==> config.mk <==
export PLATFORM = sky130hd
export DESIGN_NAME = single_server_queue_tick_top
export DESIGN_NICKNAME = d
export VERILOG_FILES = /design/src/rtl/ssqt_pkg.sv /design/src/rtl/ssqt_ctrl.sv /design/src/rtl/ssqt_datapath.sv /design/src/rtl/single_server_queue_tick_top.sv
export SDC_FILE = /design/constraint.sdc
export NUM_CORES = 2
export LEC_CHECK = 0
export BUFFER_PORTS_ARGS = -buffer_cell sky130_fd_sc_hd__clkbuf_2
export CAP_MARGIN = 20
export CORE_AREA = 5 5 393 549
export CTS_CLUSTER_SIZE = 20
export DETAILED_ROUTE_END_ITERATION = 16
export DIE_AREA = 0 0 398 554
export PLACE_DENSITY_LB_ADDON = 0.05
export SYNTH_ARGS = -nofsm -noshare
export SYNTH_HDL_FRONTEND = slang
export SYNTH_SLANG_ARGS = --single-unit
==> constraint.sdc <==
create_clock -name aclk -period 13.2 [get_ports aclk]
set_input_delay 3.96 -clock aclk [delete_from_list [all_inputs] [get_ports aclk]]
set_output_delay 3.96 -clock aclk [all_outputs]
set_load 0.05 [all_outputs]
==> src/rtl/ssqt_pkg.sv <==
// ssqt_pkg: shared types and constants of the single-server queue tick block
// used by ssqt_ctrl, ssqt_datapath and single_server_queue_tick_top
// no dependencies
`default_nettype none

package ssqt_pkg;

    // generator constants
    localparam logic [31:0] LCG_MUL = 32'd843314861;
    localparam logic [31:0] LCG_ADD = 32'd453816693;

    // configuration register reset values
    localparam logic [31:0] THRESH_RESET = 32'd715827883;
    localparam logic [31:0] LIMIT_RESET  = 32'd78665070;
    localparam logic [30:0] SEED_RESET   = 31'd1234556;

    // configuration register indexes
    localparam int CFG_IDX_W = 2;
    localparam logic [CFG_IDX_W-1:0] REG_ARRIVAL_THRESHOLD = 2'd0;
    localparam logic [CFG_IDX_W-1:0] REG_POISSON_LIMIT     = 2'd1;
    localparam logic [CFG_IDX_W-1:0] REG_ARRIVAL_SEED      = 2'd2;
    localparam logic [CFG_IDX_W-1:0] REG_SERVICE_SEED      = 2'd3;

    // controller states
    typedef enum logic [3:0] {
        ST_IDLE,
        ST_ARR_STEP,
        ST_ARR_CHK,
        ST_SERVE,
        ST_PROD_INIT,
        ST_DRAW_CHK,
        ST_DRAW_STEP,
        ST_PROD_MUL,
        ST_SUM,
        ST_OUT
    } state_t;

    // commands from controller to datapath
    typedef struct packed {
        logic clear_run;   // reload seeds, clear counters
        logic tick_start;  // step arrival generator, count tick, decrement timer
        logic arr_update;  // apply arrival compare
        logic draw_start;  // dequeue, first service generator step, clear count
        logic prod_init;   // product from first uniform
        logic draw_step;   // service generator step, count up
        logic prod_mul;    // product times uniform
        logic timer_load;  // timer takes the drawn count
        logic sum_update;  // add queue length to total
        logic out_load;    // load output register
    } cmd_t;

    // status from datapath to controller
    typedef struct packed {
        logic serve_needed; // server idle and queue not empty
        logic draw_more;    // product not below limit and count below bound
    } status_t;

endpackage

`default_nettype wire

==> src/rtl/ssqt_ctrl.sv <==
// ssqt_ctrl: sequencing state machine of the queue tick block
// depends on ssqt_pkg (state, command and status types)
`default_nettype none

module ssqt_ctrl (
    input  wire logic             aclk,
    input  wire logic             aresetn,
    input  wire logic             s_valid,
    output logic                  s_ready,
    input  wire logic             s_restart,
    output logic                  m_valid,
    input  wire logic             m_ready,
    input  wire ssqt_pkg::status_t status,
    output ssqt_pkg::cmd_t        cmd
);

    ssqt_pkg::state_t state_reg, state_next;
    logic m_valid_reg, m_valid_next;
    logic out_free;

    assign out_free = !m_valid_reg || m_ready;
    assign s_ready  = (state_reg == ssqt_pkg::ST_IDLE);
    assign m_valid  = m_valid_reg;

    // next state
    always_comb begin
        state_next = state_reg;
        unique case (state_reg)
            ssqt_pkg::ST_IDLE: begin
                if (s_valid) state_next = ssqt_pkg::ST_ARR_STEP;
            end
            ssqt_pkg::ST_ARR_STEP: state_next = ssqt_pkg::ST_ARR_CHK;
            ssqt_pkg::ST_ARR_CHK:  state_next = ssqt_pkg::ST_SERVE;
            ssqt_pkg::ST_SERVE: begin
                state_next = status.serve_needed ? ssqt_pkg::ST_PROD_INIT : ssqt_pkg::ST_SUM;
            end
            ssqt_pkg::ST_PROD_INIT: state_next = ssqt_pkg::ST_DRAW_CHK;
            ssqt_pkg::ST_DRAW_CHK: begin
                state_next = status.draw_more ? ssqt_pkg::ST_DRAW_STEP : ssqt_pkg::ST_SUM;
            end
            ssqt_pkg::ST_DRAW_STEP: state_next = ssqt_pkg::ST_PROD_MUL;
            ssqt_pkg::ST_PROD_MUL:  state_next = ssqt_pkg::ST_DRAW_CHK;
            ssqt_pkg::ST_SUM:       state_next = ssqt_pkg::ST_OUT;
            ssqt_pkg::ST_OUT: begin
                if (out_free) state_next = ssqt_pkg::ST_IDLE;
            end
            default: state_next = ssqt_pkg::ST_IDLE;
        endcase
    end

    // command outputs
    always_comb begin
        cmd = '0;
        unique case (state_reg)
            ssqt_pkg::ST_IDLE:      cmd.clear_run = s_valid && s_restart;
            ssqt_pkg::ST_ARR_STEP:  cmd.tick_start = 1'b1;
            ssqt_pkg::ST_ARR_CHK:   cmd.arr_update = 1'b1;
            ssqt_pkg::ST_SERVE:     cmd.draw_start = status.serve_needed;
            ssqt_pkg::ST_PROD_INIT: cmd.prod_init = 1'b1;
            ssqt_pkg::ST_DRAW_CHK:  cmd.timer_load = !status.draw_more;
            ssqt_pkg::ST_DRAW_STEP: cmd.draw_step = 1'b1;
            ssqt_pkg::ST_PROD_MUL:  cmd.prod_mul = 1'b1;
            ssqt_pkg::ST_SUM:       cmd.sum_update = 1'b1;
            ssqt_pkg::ST_OUT:       cmd.out_load = out_free;
            default:                cmd = '0;
        endcase
    end

    // result valid flag
    always_comb begin
        m_valid_next = m_valid_reg;
        if (m_valid_reg && m_ready) m_valid_next = 1'b0;
        if (cmd.out_load)           m_valid_next = 1'b1;
    end

    always_ff @(posedge aclk) begin
        if (!aresetn) begin
            state_reg   <= ssqt_pkg::ST_IDLE;
            m_valid_reg <= 1'b0;
        end else begin
            state_reg   <= state_next;
            m_valid_reg <= m_valid_next;
        end
    end

endmodule

`default_nettype wire

==> src/rtl/ssqt_datapath.sv <==
// ssqt_datapath: generators, queue state, Poisson product and result register
// depends on ssqt_pkg (command and status types, constants)
`default_nettype none

module ssqt_datapath #(
    parameter int              MAX_SERVICE = 63,
    parameter longint unsigned QUEUE_MAX   = 65535
) (
    input  wire logic                              aclk,
    input  wire logic                              aresetn,
    input  wire logic                              cfg_wr_en,
    input  wire logic [ssqt_pkg::CFG_IDX_W-1:0]    cfg_wr_index,
    input  wire logic [31:0]                       cfg_wr_data,
    input  wire ssqt_pkg::cmd_t                    cmd,
    output ssqt_pkg::status_t                      status,
    output logic [31:0]                            m_tick_number,
    output logic                                   m_arrived,
    output logic [15:0]                            m_queue_length,
    output logic [5:0]                             m_service_left,
    output logic [31:0]                            m_total_queue,
    output logic [31:0]                            m_total_arrivals
);

    localparam int QW = $clog2(QUEUE_MAX + 64'd1);
    localparam int CW = $clog2(MAX_SERVICE + 1);
    localparam logic [QW-1:0] QMAX = QW'(QUEUE_MAX);
    localparam logic [CW-1:0] CMAX = CW'(MAX_SERVICE);

    // configuration registers
    logic [31:0] thresh_reg, thresh_next;
    logic [31:0] limit_reg, limit_next;
    logic [30:0] arr_seed_reg, arr_seed_next;
    logic [30:0] svc_seed_reg, svc_seed_next;

    // simulation state
    logic [30:0] arr_rng_reg, arr_rng_next;
    logic [30:0] svc_rng_reg, svc_rng_next;
    logic [QW-1:0] waiting_reg, waiting_next;
    logic [CW-1:0] timer_reg, timer_next;
    logic [31:0] tick_reg, tick_next;
    logic [31:0] qsum_reg, qsum_next;
    logic [31:0] asum_reg, asum_next;
    logic        arrived_reg, arrived_next;
    logic [CW-1:0] count_reg, count_next;
    logic [31:0] prod_reg, prod_next;

    // shared generator step and product multiplier
    logic [30:0] lcg_in;
    logic [31:0] lcg_full;
    logic [62:0] prod_full;
    logic [32:0] qsum_wide;
    logic [31:0] waiting_ext;
    logic [31:0] timer_ext;

    assign lcg_in    = cmd.tick_start ? arr_rng_reg : svc_rng_reg;
    assign lcg_full  = {1'b0, lcg_in} * ssqt_pkg::LCG_MUL + ssqt_pkg::LCG_ADD;
    assign prod_full = 63'(prod_reg) * 63'(svc_rng_reg);
    assign waiting_ext = 32'(waiting_reg);
    assign timer_ext   = 32'(timer_reg);
    assign qsum_wide = {1'b0, qsum_reg} + {1'b0, waiting_ext};

    assign status.serve_needed = (timer_reg == '0) && (waiting_reg != '0);
    assign status.draw_more    = (prod_reg >= limit_reg) && (count_reg < CMAX);

    // next-state logic
    always_comb begin
        thresh_next   = thresh_reg;
        limit_next    = limit_reg;
        arr_seed_next = arr_seed_reg;
        svc_seed_next = svc_seed_reg;
        arr_rng_next  = arr_rng_reg;
        svc_rng_next  = svc_rng_reg;
        waiting_next  = waiting_reg;
        timer_next    = timer_reg;
        tick_next     = tick_reg;
        qsum_next     = qsum_reg;
        asum_next     = asum_reg;
        arrived_next  = arrived_reg;
        count_next    = count_reg;
        prod_next     = prod_reg;

        // register writes
        if (cfg_wr_en) begin
            unique case (cfg_wr_index)
                ssqt_pkg::REG_ARRIVAL_THRESHOLD: thresh_next   = cfg_wr_data;
                ssqt_pkg::REG_POISSON_LIMIT:     limit_next    = cfg_wr_data;
                ssqt_pkg::REG_ARRIVAL_SEED:      arr_seed_next = cfg_wr_data[30:0];
                ssqt_pkg::REG_SERVICE_SEED:      svc_seed_next = cfg_wr_data[30:0];
                default: ;
            endcase
        end

        // restart of the run
        if (cmd.clear_run) begin
            arr_rng_next = arr_seed_reg;
            svc_rng_next = svc_seed_reg;
            waiting_next = '0;
            timer_next   = '0;
            tick_next    = '0;
            qsum_next    = '0;
            asum_next    = '0;
        end

        // arrival generator, tick count and timer countdown
        if (cmd.tick_start) begin
            arr_rng_next = lcg_full[30:0];
            tick_next    = (tick_reg == '1) ? tick_reg : tick_reg + 32'd1;
            if (timer_reg != '0) timer_next = timer_reg - CW'(1);
        end

        // arrival decision
        if (cmd.arr_update) begin
            arrived_next = ({1'b0, arr_rng_reg} < thresh_reg);
            if ({1'b0, arr_rng_reg} < thresh_reg) begin
                asum_next = (asum_reg == '1) ? asum_reg : asum_reg + 32'd1;
                if (waiting_reg < QMAX) waiting_next = waiting_reg + QW'(1);
            end
        end

        // dequeue and first uniform
        if (cmd.draw_start) begin
            waiting_next = waiting_reg - QW'(1);
            svc_rng_next = lcg_full[30:0];
            count_next   = '0;
        end

        if (cmd.prod_init) prod_next = {svc_rng_reg, 1'b0};

        // further uniforms
        if (cmd.draw_step) begin
            svc_rng_next = lcg_full[30:0];
            count_next   = count_reg + CW'(1);
        end

        if (cmd.prod_mul)   prod_next  = prod_full[62:31];
        if (cmd.timer_load) timer_next = count_reg;

        // saturating queue total
        if (cmd.sum_update) qsum_next = qsum_wide[32] ? 32'hFFFF_FFFF : qsum_wide[31:0];
    end

    always_ff @(posedge aclk) begin
        if (!aresetn) begin
            thresh_reg   <= ssqt_pkg::THRESH_RESET;
            limit_reg    <= ssqt_pkg::LIMIT_RESET;
            arr_seed_reg <= ssqt_pkg::SEED_RESET;
            svc_seed_reg <= ssqt_pkg::SEED_RESET;
            arr_rng_reg  <= ssqt_pkg::SEED_RESET;
            svc_rng_reg  <= ssqt_pkg::SEED_RESET;
            waiting_reg  <= '0;
            timer_reg    <= '0;
            tick_reg     <= '0;
            qsum_reg     <= '0;
            asum_reg     <= '0;
        end else begin
            thresh_reg   <= thresh_next;
            limit_reg    <= limit_next;
            arr_seed_reg <= arr_seed_next;
            svc_seed_reg <= svc_seed_next;
            arr_rng_reg  <= arr_rng_next;
            svc_rng_reg  <= svc_rng_next;
            waiting_reg  <= waiting_next;
            timer_reg    <= timer_next;
            tick_reg     <= tick_next;
            qsum_reg     <= qsum_next;
            asum_reg     <= asum_next;
        end
    end

    // working registers, no reset
    always_ff @(posedge aclk) begin
        arrived_reg <= arrived_next;
        count_reg   <= count_next;
        prod_reg    <= prod_next;
    end

    // result register
    always_ff @(posedge aclk) begin
        if (cmd.out_load) begin
            m_tick_number    <= tick_reg;
            m_arrived        <= arrived_reg;
            m_queue_length   <= waiting_ext[15:0];
            m_service_left   <= timer_ext[5:0];
            m_total_queue    <= qsum_reg;
            m_total_arrivals <= asum_reg;
        end
    end

endmodule

`default_nettype wire

==> src/rtl/single_server_queue_tick_top.sv <==
// single_server_queue_tick_top: top level of the discrete-time single-server queue
// depends on ssqt_pkg, ssqt_ctrl and ssqt_datapath
//
// channel   direction  handshake          payload
// s_        in         s_valid/s_ready    s_restart
// m_        out        m_valid/m_ready    tick, arrival flag, queue, timer, totals
// cfg_      in         cfg_wr_en          cfg_wr_index, cfg_wr_data
//
// a request accepted in IDLE passes ARR_STEP, ARR_CHK and SERVE, then SUM and OUT; when
// a customer starts service, PROD_INIT and then the draw loop (generator step, product
// multiply, limit compare) for each drawn count come between SERVE and SUM; the result
// is valid, and s_ready rises for the next request, once OUT loads the result register
// the result register lets the next request in while a result waits for m_ready
// reset restores register defaults and reloads both generators from the seeds
`default_nettype none

module single_server_queue_tick_top #(
    parameter int              MAX_SERVICE = 63,
    parameter longint unsigned QUEUE_MAX   = 65535
) (
    input  wire logic                           aclk,
    input  wire logic                           aresetn,
    input  wire logic                           s_valid,
    output logic                                s_ready,
    input  wire logic                           s_restart,
    output logic                                m_valid,
    input  wire logic                           m_ready,
    output logic [31:0]                         m_tick_number,
    output logic                                m_arrived,
    output logic [15:0]                         m_queue_length,
    output logic [5:0]                          m_service_left,
    output logic [31:0]                         m_total_queue,
    output logic [31:0]                         m_total_arrivals,
    input  wire logic                           cfg_wr_en,
    input  wire logic [ssqt_pkg::CFG_IDX_W-1:0] cfg_wr_index,
    input  wire logic [31:0]                    cfg_wr_data
);

    ssqt_pkg::cmd_t    cmd;
    ssqt_pkg::status_t status;

    // sequencer
    ssqt_ctrl u_ctrl (
        .aclk      (aclk),
        .aresetn   (aresetn),
        .s_valid   (s_valid),
        .s_ready   (s_ready),
        .s_restart (s_restart),
        .m_valid   (m_valid),
        .m_ready   (m_ready),
        .status    (status),
        .cmd       (cmd)
    );

    // datapath
    ssqt_datapath #(
        .MAX_SERVICE (MAX_SERVICE),
        .QUEUE_MAX   (QUEUE_MAX)
    ) u_datapath (
        .aclk             (aclk),
        .aresetn          (aresetn),
        .cfg_wr_en        (cfg_wr_en),
        .cfg_wr_index     (cfg_wr_index),
        .cfg_wr_data      (cfg_wr_data),
        .cmd              (cmd),
        .status           (status),
        .m_tick_number    (m_tick_number),
        .m_arrived        (m_arrived),
        .m_queue_length   (m_queue_length),
        .m_service_left   (m_service_left),
        .m_total_queue    (m_total_queue),
        .m_total_arrivals (m_total_arrivals)
    );

endmodule

`default_nettype wire

== Word level (Yosys, flattened, before mapping) ==
Index checks and enable logic that the tools add are counted.

* Add/sub/neg operators: 8
* $mul: 2
* Order comparisons: 4
* Eq/ne operators: 18
* Mux-type cells: 45
* Reductions and logical operators: 25

{| class="wikitable"
|+ Operators by type and width
! kind !! count
|-
| 2-to-1 mux 32 bit || 11
|-
| 2-to-1 mux 31 bit || 6
|-
| 2-to-1 mux 16 bit || 5
|-
| adder 32 x 1 -> 32 bit (second input constant) || 2
|-
| == test 32 bit (second input constant) || 2
|-
| multiplier 32 x 31 -> 63 bit || 1
|-
| 2-to-1 mux 6 bit || 6
|-
| one-hot mux 4 bit (9 select lines) || 1
|-
| adder 32 x 16 -> 33 bit || 1
|-
| >= comparator 32 bit || 1
|-
| < comparator 31 x 32 -> 1 bit || 1
|-
| adder 31 x 29 -> 31 bit (second input constant) || 1
|-
| multiplier 31 x 30 -> 31 bit (second input constant) || 1
|-
| adder 16 x 1 -> 16 bit (second input constant) || 1
|-
| == test 4 x 3 -> 1 bit (second input constant) || 4
|-
| < comparator 16 bit (second input constant) || 1
|-
| 2-to-1 mux 4 bit || 4
|-
| nonzero test 16 bit || 1
|-
| subtractor 16 x 1 -> 16 bit (second input constant) || 1
|-
| 2-to-1 mux 1 bit || 12
|-
| AND reduction 2 bit || 6
|-
| nonzero test 2 bit || 5
|-
| == test 4 x 2 -> 1 bit (second input constant) || 2
|-
| == test 4 bit (second input constant) || 2
|-
| 18 further kinds || 24
|}

* Bits in registers: 469
* Input bits: 40
* Output and inout bits: 121
* Logic and storage cells: 124

== Depth between registers and ports, before layout ==
* Depth in word-level cells: 7
* Depth in mapped cells: 34
* Gate-level depth less buffers: 31

== Cells and area by module ==
Synthesis repeated with hierarchy kept, for this count alone.

* Cells, all modules: 6,550
* Area, all modules: 61,385.1 µm²

{| class="wikitable"
|+ By module, submodules not included
! module !! instances !! cells each !! area an instance (µm²) !! seq. area each (µm²)
|-
| ssqt_datapath || 1 || 6,503 || 60,986.0 || 10,870.4
|-
| ssqt_ctrl || 1 || 47 || 399.1 || 100.1
|}

== Worst setup path after synthesis ==
Ideal clock, no wire load.

* Path type: input -> register
* Start point: in m_ready
* End point: reg u_datapath.m_arrived, enable pin
* Setup time: 0.767 ns
* Arrival: 12.703 ns
* Required time: 12.433 ns
* Slack: -0.271 ns
* Stages: 2
* Buffers on the path: 0
* Path through: nand2b_1 nor3b_1

* Word-level cells in the longest chain between the ends: 2

{| class="wikitable"
|+ Ends and longest elaborated chain
! what !! RTL line !! source
|-
| start: declaration || single_server_queue_tick_top.sv:27 || <nowiki>input wire logic m_ready,</nowiki>
|-
| logical OR 1 bit || ssqt_ctrl.sv:21 || <nowiki>assign out_free = !m_valid_reg || m_ready;</nowiki>
|-
| 2-to-1 mux 1 bit || ssqt_ctrl.sv:54 || <nowiki>unique case (state_reg)</nowiki>
|-
| end signal: assignment || ssqt_datapath.sv:181 || <nowiki>m_arrived <= arrived_reg;</nowiki>
|-
| end: declaration || ssqt_datapath.sv:17 || <nowiki>output logic m_arrived,</nowiki>
|}

Every way passes these cells.
A chain may end at the register's enable or synchronous reset.

== Worst setup path in the final report ==
* Start point: reg u_ctrl.state_reg[0]
* End point: reg u_datapath.arr_rng_reg[25]

* Word-level cells in the longest chain between the ends: 6
* Elaborated cells between the ends (all ways): 9
* Those cells by class: add/sub: 1; mul: 1; eq/ne: 1; mux: 4; reduce/logical: 2

{| class="wikitable"
|+ Ends and longest elaborated chain
! what !! RTL line !! source
|-
| start: declaration || ssqt_ctrl.sv:17 || <nowiki>ssqt_pkg::state_t state_reg, state_next;</nowiki>
|-
| start signal: assignment || ssqt_ctrl.sv:78 || <nowiki>state_reg <= ssqt_pkg::ST_IDLE;</nowiki>
|-
| start signal: assignment || ssqt_ctrl.sv:81 || <nowiki>state_reg <= state_next;</nowiki>
|-
| == test 4 x 1 -> 1 bit || ssqt_ctrl.sv:54 ||
|-
| 2-to-1 mux 1 bit || ssqt_ctrl.sv:54 ||
|-
| 2-to-1 mux 31 bit || ssqt_datapath.sv:55 || <nowiki>assign lcg_in = cmd.tick_start ? arr_rng_reg : svc_rng_reg;</nowiki>
|-
| multiplier 31 x 30 -> 31 bit || ssqt_datapath.sv:56 || <nowiki>assign lcg_full = {1'b0, lcg_in} * ssqt_pkg::LCG_MUL + ssqt_pkg::LCG_ADD;</nowiki>
|-
| adder 31 x 29 -> 31 bit || ssqt_datapath.sv:56 ||
|-
| 2-to-1 mux 31 bit || ssqt_datapath.sv:105 || <nowiki>if (cmd.tick_start) begin</nowiki>
|-
| end signal: assignment || ssqt_datapath.sv:148 || <nowiki>arr_rng_reg <= ssqt_pkg::SEED_RESET;</nowiki>
|-
| end signal: assignment || ssqt_datapath.sv:160 || <nowiki>arr_rng_reg <= arr_rng_next;</nowiki>
|-
| end: declaration || ssqt_datapath.sv:36 || <nowiki>logic [30:0] arr_rng_reg, arr_rng_next;</nowiki>
|}

Parallel ways exist; a longest one is shown, timed or not.

==> results.sh <==
export IMPL_outcome="finished clean"
export IMPL_ant_nets=0
export IMPL_clockBufferDepth=3
export IMPL_synth_top_cell_area_share=0.355
export IMPL_cts_setup_buffers=0
export IMPL_die_w_um=398
export IMPL_synth_cells=6490
export IMPL_yosysSeqAreaShare=0.181
export IMPL_grt_pass1_wl_mm=336
export IMPL_synth_edf_count=158
export IMPL_first_pass_iters=5
export IMPL_post_route_drc_count=0
export IMPL_rsz0062_at_grt="false"
export IMPL_wl_per_cell_um=24.2
export IMPL_drtIter0Drc=2199
export IMPL_critical_path_required_ns=13.74
export IMPL_synth_ff_type="dfxtp_1"
export IMPL_cts_hold_buffers=0
export IMPL_clockRootBuffer="clkbuf_16"
export IMPL_clk_latency_ns=0.67
export IMPL_maxCapViolations=0
export IMPL_grt_ovfl_total=0
export IMPL_clk_pin_slew_ns=0.06
export IMPL_cts_resized=0
export IMPL_grt_pass1_vias=49200
export IMPL_grt_use_met2=0.399
export IMPL_finalMaxSlewViolations=0
export IMPL_hpwlAfterDp_mm=172
export IMPL_syn2layout_area_growth_pct=9.69
export IMPL_end_kind="flop"
export IMPL_relSlewSlack=0.299
export IMPL_tightest_slew_ns=1.02
export IMPL_port_buffers=160
export IMPL_fp_dieArea_mm2=0.220
export IMPL_dp_cells=9237
export IMPL_ys_warn_count=0
export IMPL_multi_input_area_mm2=0.0439
export IMPL_seqCellArea_mm2=0.0110
export IMPL_die_height_um=554
export IMPL_synth_area_per_cell_um2=9.33
export IMPL_synth_largest_area_cell="fa_1"
export IMPL_fillCellCount=22000
export IMPL_tritoncts="built"
export IMPL_setup_tns_ns=0
export IMPL_routed_wirelength_mm=226
export IMPL_top_usage_layer="met2"
export IMPL_grt_use_met1=0.239
export IMPL_initial_utilization=0.289
export IMPL_fmax_mhz=105
export IMPL_drive_gt1_frac=0.0689
export IMPL_final_util=0.316
export IMPL_fin_crit_ns=9.52
export IMPL_viasPerCell=4.77
export IMPL_rows=199
export IMPL_grt_max_degree=75
export IMPL_critPathKind="flop to flop"
export IMPL_cts_htree_levels=2
export IMPL_grtUsageMet3=0.0231
export IMPL_ioPinCount=161
export IMPL_synth_common_cells="inv_1, fa_1, nand2_1, and2_1, ha_1"
export IMPL_gr_usage_all_layers=0.206
export IMPL_fin_crit_sh=0.721
export IMPL_setup_viol=0
export IMPL_crit_arrival_ns=10.05
export IMPL_cts_num_sinks=469
export IMPL_crit_fanout=33
export IMPL_final_hold_violation_count=0
export IMPL_stdcell_count=9353
export IMPL_hold_class="flop to flop"
export IMPL_async_flop_share=0
export IMPL_finalNetCount=8103
export IMPL_core_mm2=0.210
export IMPL_via_count=44600
export IMPL_gp_congestion=0.827
export IMPL_synth_area_mm2=0.0606
export IMPL_synthTopCellsByArea="fa_1, ha_1, dfxtp_1"
export IMPL_post_synth_top_count_cell="inv_1"
export IMPL_antenna_found_initial=33
export IMPL_ys_ff_latch=469
export IMPL_worst_setup_path_start_kind="flop"
export IMPL_finClkSkew_ns=0.0601
export IMPL_yosysUniqueCellTypes=86
export IMPL_synth_nets=8111
export IMPL_cts_buffers=55
-- path summary, 6_finish.rpt --
| check | from | to | slack (ns) | cells past startpoint |
|---|---|---|---|---|
| setup / recovery | u_ctrl.state_reg[0] | u_datapath.arr_rng_reg[25] | 3.68 | 27 |
| hold / removal | u_datapath.arrived_reg | u_datapath.m_arrived | 0.39 | 0 |
| setup reg to reg | u_ctrl.state_reg[0] | u_datapath.arr_rng_reg[25] | 3.68 | 27 |
| hold reg to reg | u_datapath.arrived_reg | u_datapath.m_arrived | 0.39 | 0 |
-- worst max-delay path, stage by stage, from the launching register on --
cell and delay [ns]:
dfxtp_1 0.61, nor4b_4 0.27, buf_4 0.45, buf_4 0.52, mux2i_1 0.90, inv_1 0.27, ha_1 0.47, ha_1 0.36
fa_1 0.51, inv_1 0.05, fa_1 0.47, inv_1 0.05, fa_1 0.48, fa_1 0.46, fa_1 0.51, inv_1 0.05
fa_1 0.47, inv_1 0.04, ha_1 0.35, a21o_1 0.21, a21o_1 0.17, a21oi_1 0.24, o21ai_0 0.13, or2_2 0.28
o221ai_1 0.33, a21boi_0 0.46, nand2_1 0.11, a21oi_1 0.15
-- placed cells by master (no fill, tap or decap), types with 34 or more instances in the layout --
master,netlist,routed
fa_1,1074,1074
nand3_1,108,106
nand4_1,34,34
a21oi_1,229,229
clkbuf_16,0,55
nor3_1,48,46
ha_1,507,507
o211ai_1,40,40
o21ai_0,121,121
clkbuf_2,0,159
xor2_1,44,44
edfxtp_1,158,158
buf_4,0,109
and3_1,50,48
a21o_1,72,72
nand2_1,963,962
and2_1,519,519
nor2_1,159,156
inv_1,1197,1197
dfxtp_1,311,285
xnor2_1,85,85
-- final cells by class --
| class | count | share of cell area |
|---|---|---|
| Sequential cell | 469 | 0.166 |
| Multi-Input combinational cell | 4485 | 0.660 |
| Timing Repair Buffer | 272 | 0.0254 |
| Inverter | 1199 | 0.0678 |
| Clock buffer | 65 | 0.0216 |
| Antenna cell | 10 | 0.000377 |
| Clock inverter | 39 | 0.00586 |
| Tap cell | 2814 | 0.0530 |
-- routing by layer --
metal | share of wire | routed length, um | vias to the layer above
met3 | 0.034 | 7670 | 222
met4 | 0.027 | 6190 | 28
met1 | 0.39 | 88200 | 23300
li1 | - | - | 20300
met2 | 0.55 | 124000 | 718
met5 | 0.00070 | 159 | -
-- metrics by stage --
step           cell area (um2)  setup slack, ns  hold slack [ns]
6_report                 66400             3.68            0.388
5_1_grt                  66400             3.12            0.400
4_1_cts                  66400             3.59            0.387
3_5_place_dp             64600             3.68            0.413
3_3_place_gp             64500             3.13            0.411
2_1_floorplan            60600             3.97            0.400
-- cell families after synthesis --
group | synth area share
AND/OR/NAND/NOR | 0.158
adder cells (fa/ha/maj) | 0.460
buffers and inverters | 0.0954
AO/OA/AOI/OAI | 0.0810
flip-flops | 0.181
XOR/XNOR | 0.0198
multiplexers | 0.00459
Power is left out: the tool's default activity adds up to more than one toggle a clock period on the data nets, which glitch-free logic cannot reach.
